<file path="src/design/c2c_ram.sv">
module c2c_ram #(
  parameter int WIDTH = 8,
  parameter int DEPTH = 16,
  localparam int AW = (DEPTH > 1) ? $clog2(DEPTH) : 1
) (
  input  logic             clk,
  input  logic             we,
  input  logic [AW-1:0]    waddr,
  input  logic [WIDTH-1:0] wdata,
  input  logic [AW-1:0]    raddr,
  output logic [WIDTH-1:0] rdata
);

  logic [WIDTH-1:0] mem [DEPTH];

  always_ff @(posedge clk) begin
    if (we) begin
      mem[waddr] <= wdata;
    end
    rdata <= mem[raddr];
  end

endmodule

</file>
<file path="config.mk">
export PLATFORM = sky130hd
export DESIGN_NAME = c2c_ram
export DESIGN_NICKNAME = d
export VERILOG_FILES = /design/src/design/c2c_ram.sv
export SDC_FILE = /design/constraint.sdc
export NUM_CORES = 1
export LEC_CHECK = 0
export BUFFER_PORTS_ARGS = -buffer_cell sky130_fd_sc_hd__buf_4
export CAP_MARGIN = 20
export CORE_MARGIN = 2
export CORE_UTILIZATION = 35
export CTS_CLUSTER_SIZE = 40
export DETAILED_ROUTE_END_ITERATION = 10
export SETUP_SLACK_MARGIN = 0.3
export SLEW_MARGIN = 25
export SYNTH_ARGS = -nofsm -noshare
export SYNTH_HDL_FRONTEND = slang
export SYNTH_SLANG_ARGS = --single-unit
</file>
<file path="constraint.sdc">
create_clock -name clk -period 2.3 [get_ports clk]
set_input_delay 0.23 -clock clk [delete_from_list [all_inputs] [get_ports clk]]
set_output_delay 0.23 -clock clk [all_outputs]
set_load 0.03 [all_outputs]
</file>
-- Yosys cells after proc, flatten, opt, wreduce, memory -nomap -nowiden
Memories as Yosys holds them, arrays and structs flattened. A register that Yosys moved wholly into a read port is not among the register bits.
Cells that the tools add are included.
- memories kept: 1
- memory bits (writable): 128
- register bits after elaboration: 0
- word-level logic and storage cells: 3
- memory list (name ; depth ; width ; read ports ; clocked after memory_dff ; wr ports ; RTL line ; source):
    mem ; 16 ; 8 ; 1 ; 1 ; 1 ; 14 ; logic [WIDTH-1:0] mem [DEPTH];
- muxes and demuxes: 2
- operator list (kind ; count):
    $mux 1 ; 2

-- Longest topological paths before layout
Gate-level depths: netlist of the first run.
- depth in word-level cells: 2
- mapped depth: 5

-- Worst setup path before layout of the first run
Ideal clock, no wire load.
- path kind: input port to flip-flop
- from: in waddr[2]
- to: mem mem[0][0] (enable)
- setup time: 0.383 ns
- data arrival time: 1.340 ns
- stages on the path: 2
- data required time: 1.917 ns
- slack: 0.577 ns
- cells stage by stage: or3b_2 nor3_1
- RTL lines (element ; RTL line ; source):
    start, declared ; 8 ; input logic [AW-1:0] waddr,
    end, declared ; 14 ;
Straight into the memory's write port.

==> results.ini, run 1 <==
[run_status]
status=finished clean

[grt]
grt_pass1_vias=2517
grt_pass1_wl_um=15500
grt_use_total_pct=13.9
antenna_found_initial=0
grt-ovfl-total=0
grt_max_degree=33

[clock_tree]
clock_sinks=136
hold_buffers=0
htreeDepth=4
clock-root-buffer=clkbuf_16
cts_buffers=17
tritoncts=yes
clkLatencyLatePin_ps=420
clkTransAtPathRegs_ps=60
post_cts_buffers=0
cts_buffer_depth=2
post_cts_resize_count=0

[min_path]
hp-start=wdata[5]
hold_depth=1
hold_end=mem[14][5]$_DFFE_PP_
hp-class=primary input to flip-flop

[power_and_ir_drop]
vdd_ir_drop_max_v=0.000527
p_per_area_nw_per_um2=892
leakage_uw=0.00207

[setup_path]
path_buf_inv=0
cp-start-kind=flip-flop
crit_arrival_ps=1730
cp_max_fo=1
r2r-end=rdata[7]$_DFF_P_
path_cells=mux4_2 > a22oi_1 > nand2_1
rr_worst_depth=3
critical_path_class=flip-flop to flip-flop
reg2reg_slack_ps=860
cp_top_family=multiplexers
reg2reg_from=mem[0][7]$_DFFE_PP_
critPathMaxStageDelay_ps=480
worstSetupEndpointType=flip-flop
slowest_stage=mux4_2
crit_required_ps=2590

[placed_design]
preCtsSetupSlack_ps=442
placed_area_sq_um=5620
portBuffers=25
dp.cells=445
gp_congestion=0.729
dpl.hpwl_um=6540

[timing]
whs_ps=138
setup_viol=0
relSlewSlack_pct=48.8
rsz0062_at_grt=false
min_period_over_period_pct=62.7
fin_crit_ps=1440
final.setup.tns_ps=0
tightest_slew_ps=765
finalClockSkew_ps=10.6
fmax_ghz=0.693
fin_ws_ps=858
hold_viol_final=0
slew_violations=0

[route]
detail-route-antenna-nets=0
wirelength_um=10200
via_per_inst=5.04
vias=2406
drcViolationCount=0
firstDrtPassIters=4
drtIter0Drc=211
detail_route.wl_per_cell_um=21.4

[logic_synthesis]
ys_seq_area_share_pct=77.8
synth_top_area_cell=edfxtp_1
syn-cell-area_sq_um=5150
synth.top_cell.area_share_pct=74.7
synthTopCellsByCount=edfxtp_1 (128), mux4_2 (18), a22oi_1 (16)
synth_most_common_cell=edfxtp_1
synthCells=229
yosysWarnings=0
syn-num-nets=247
synth_cell_type_count=19
ys_ff_latch=136
syn_area_per_cell_sq_um=22.5
synthArstFlopShare_pct=0
synth_flop_cell=edfxtp_1
yosys-top-cells-area=edfxtp_1 (75%), mux4_2 (7.9%), mux4_1 (7.1%)
synth_edf_count=128

[finish]
antenna_cells=0
final_cells=477
fill_cells=1263
area_growth_pct=19.4
final_nets=298
drive_above_1_share_pct=30.7
stdcell_area_sq_um=6150

[floorplanning]
start_util_pct=35.7
dieArea_sq_um=15700
rows=44
core_area_sq_um=14400
top_level_ports=26
die_y_um=125
die_x_um=125

[job]
cap_viol_max_count=0

[registers in the layout (all words and copies together) (netlist names)]
signal,count
mem,128
rdata,8
[worst max-delay path by stage]
stage,from,endpoint,cells past startpoint
floorplan,waddr[2],mem[0][0]$_DFFE_PP_,2
global placement,raddr[0],rdata[2]$_DFF_P_,4
detailed placement,raddr[0],rdata[3]$_DFF_P_,5
CTS,raddr[0],rdata[3]$_DFF_P_,5
global route,raddr[0],rdata[3]$_DFF_P_,5
finish,mem[0][7]$_DFFE_PP_,rdata[7]$_DFF_P_,3
[cells in the final DEF (no fill, tap or decap), types with 4 or more instances in the layout]
master and n:
buf_4 41, a22oi_1 16, edfxtp_1 128, nor2_1 13, clkinv_2 7, mux4_1 14, dfxtp_1 8, nand2_1 9
nor3_1 4, clkbuf_16 17, mux4_2 18
[cells by family (layout without fill, tap and decap cells)]
logic type	count (synthesis)	after routing	share of synthesized area [%]
flops	136	136	77.8
buf+inv	10	74	1.68
simple gates	35	35	3.18
compound gates	16	16	2.33
mux	32	32	15.0
[through the flow]
stage | utilization, % | total power (uW)
global route | 42.6 | 5660
detailed placement | 39.0 | 3150
CTS | 42.6 | 5540
floorplan | - | 3010
global placement | 39.0 | 3140
finish | 42.6 | 5480
[final cells by class]
type	count	area (sq um)	share of cell area, %
flip-flops and latches	136	4000	65.1
multi-input cells	83	1060	17.2
clock buffers	23	478	7.78
repair buffers	42	328	5.33
well taps	184	230	3.75
clock inverters	9	50.0	0.814
[report_power, final]
part	switching, uW	internal (uW)
Combinational	181	126
Sequential	15.0	2770
Clock	940	1450
Total	1140	4340
[per-layer routing]
metal | global-route usage (%) | part of all wire [%]
met1 | 18.9 | 44
met2 | 21.3 | 49
met3 | 4.49 | 5.9
met4 | 4.51 | 0.77
met5 | 0 | 0
Power figures use the tool's default switching activity.
==> run 2: changes to the inputs <==
clock period = 1.2 ns   (was 2.3 ns; I/O delays follow)
==> results.ini, run 2 (synthesized netlist as in run 1, its figures left out) <==
[clock_tree]
clkLatencyLatePin_ps=410  ; about the same
cts_buffer_depth=2  ; unchanged
post_cts_buffers=0  ; unchanged
clkTransAtPathRegs_ps=60  ; about the same
clock_sinks=136  ; unchanged
tritoncts=yes
htreeDepth=4  ; unchanged
cts_buffers=17  ; unchanged
clock-root-buffer=clkbuf_16

[setup_path]
crit_arrival_ps=1630  ; -100 ps
r2r-end=rdata[5]$_DFF_P_
cp-start-kind=flip-flop
cp_max_fo=1  ; unchanged
slowest_stage=mux4_2
reg2reg_from=mem[3][5]$_DFFE_PP_
critical_path_class=flip-flop to flip-flop
critPathMaxStageDelay_ps=490  ; about the same
path_cells=mux4_2 > a22oi_2 > buf_4 > nand2_2
crit_required_ps=1500  ; -1090 ps
rr_worst_depth=4  ; +1
worstSetupEndpointType=flip-flop
reg2reg_slack_ps=-130  ; -990 ps

[grt]
grt_max_degree=18  ; -45%
grt_use_total_pct=14.1  ; +0.29 points
grt-ovfl-total=0  ; unchanged
grt_pass1_vias=2595  ; +3.1%
antenna_found_initial=0  ; unchanged
grt_pass1_wl_um=15900  ; +2.9%

[route]
wirelength_um=10300  ; +0.83%
via_per_inst=5.01  ; -0.59%
firstDrtPassIters=4  ; unchanged
detail_route.wl_per_cell_um=20.9  ; -2.4%
vias=2472  ; +2.7%
drcViolationCount=0  ; unchanged
drtIter0Drc=217  ; +2.8%
detail-route-antenna-nets=0  ; unchanged

[finish]
reg_top3=mem: 128 flops, rdata: 8 flops
fill_cells=1210  ; -4.2%
largest_reg_flops=128  ; unchanged
area_growth_pct=30.4
drive_above_1_share_pct=47.9  ; +17 points
post-route-util_pct=46.5  ; +3.9 points
final_cell_mix=edfxtp_1 (128), mux4_2 (31), buf_4 (29)
antenna_cells=0  ; unchanged
regMostFlops=mem
final_nets=314  ; +5.4%
mostFrequentLayoutCell=edfxtp_1

[timing]
finalClockSkew_ps=7.61  ; -3.01 ps
min_period_over_period_pct=111  ; +48 points
fmax_ghz=0.750  ; +8.2%
fin_ws_ps=-133  ; -991 ps
hold_viol_final=0  ; unchanged
whs_ps=12.7  ; -125 ps
relSlewSlack_pct=44.0  ; -4.8 points
final.setup.tns_ps=-655  ; -655 ps
fin_crit_ps=1330  ; -109 ps
rsz0062_at_grt=true
tightest_slew_ps=836  ; +71.4 ps
setup_viol=8  ; +8
slew_violations=0  ; unchanged

[placed_design]
portBuffers=25  ; unchanged
dpl.hpwl_um=6930  ; +5.8%
gp_congestion=0.734  ; +0.59%
preCtsSetupSlack_ps=-342  ; -784 ps

[floorplanning]
die_x_um=125  ; unchanged
core_area_sq_um=14400  ; unchanged
dieArea_sq_um=15700  ; unchanged
rows=44  ; unchanged
start_util_pct=35.7  ; unchanged
die_y_um=125  ; unchanged
top_level_ports=26  ; unchanged

[run_status]
violations=setup timing
status=finished, violations left

[min_path]
hold_end=mem[8][4]$_DFFE_PP_
hp-start=wdata[4]
hold_depth=1  ; unchanged
hp-class=primary input to flip-flop

[power_and_ir_drop]
pwr-share-comb_pct=6.5  ; +0.9 points
clock_power_share_pct=46.1  ; +2.5 points
leakage_uw=0.00220  ; +6.4%
seqPwrFrac_pct=47.4  ; -3.5 points
switching_share_pct=20.8  ; +0.088 points
vdd_ir_drop_max_v=0.00120  ; +130%
p_per_area_nw_per_um2=1680  ; +89%
p_int_uw=8950  ; +110%
p_switching_uw=2350  ; +110%

[job]
cap_viol_max_count=0  ; unchanged

-- run 2: cell count changes in the layout (fill, tap and decap cells not counted), moves of 4 or more --
cell,previous run,this run
nor2_2,0,5
nor2_1,13,1
clkinv_2,7,2
buf_4,41,29
mux4_1,14,1
buf_12,1,20
nor3_1,4,0
nor2_4,0,7
nor3_4,0,4
dfxtp_2,0,7
dfxtp_1,8,1
mux4_2,18,31
buf_6,0,8
-- run 2: per-stage QoR --
step	instance area [sq um]	instances	power [uW]
floorplan	5260	229	5810
global placement	6050	460	6150
detailed placement	6050	460	6160
CTS	6710	493	11400
global route	6710	493	11600
finish	6710	493	11300
-- run 2: how the worst max path moves through the flow --
stage	from	to
6_report	mem[3][5]$_DFFE_PP_	rdata[5]$_DFF_P_
5_1_grt	mem[2][5]$_DFFE_PP_	rdata[5]$_DFF_P_
4_1_cts	mem[3][5]$_DFFE_PP_	rdata[5]$_DFF_P_
3_5_place_dp	raddr[0]	rdata[3]$_DFF_P_
3_3_place_gp	raddr[0]	rdata[3]$_DFF_P_
2_1_floorplan	waddr[2]	mem[0][0]$_DFFE_PP_
-- run 2: what timing repair did --
action / in CTS / in global routing
hold buffers: 1 / 0
pin swaps: 1 / 0
hold endpoints to repair: 7 / 0
setup endpoints to repair: 24 / 16
gates resized for setup: 18 / 0
-- run 2: layer usage --
metal	global-route usage [%]	vias to the layer above	routed length, um
met5	0	-	0
met4	5.29	0	139
met3	3.94	7	807
met2	22.4	89	5040
met1	18.9	1278	4330
li1	-	1098	-
-- run 2: final cells by class --
class	instances	area, sq um	share of cell area (%)
Clock buffer	18	429	6.39
Multi-Input combinational cell	83	1150	17.1
Timing Repair Buffer	58	718	10.7
Tap cell	184	230	3.43
Clock inverter	14	174	2.59
Sequential cell	136	4010	59.8
-- run 2: power by group through the flow --
| stage | Clock, uW | Sequential (uW) | Combinational [uW] |
|---|---|---|---|
| finish | 5210 | 5360 | 730 |
| global route | 5490 | 5360 | 783 |
| CTS | 5300 | 5360 | 747 |
| detailed placement | 0 | 5450 | 719 |
| global placement | 0 | 5440 | 708 |
| floorplan | 0 | 5500 | 318 |
-- run 2: critical path, delay by kind of cell, from the launching register on --
family                 cells  cell delay, ps
and+or+nand+nor            1              50
muxes                      1             490
buffers and inverters      1             160
DFF                        1             360
AOI/OAI and AO/OA          1             160
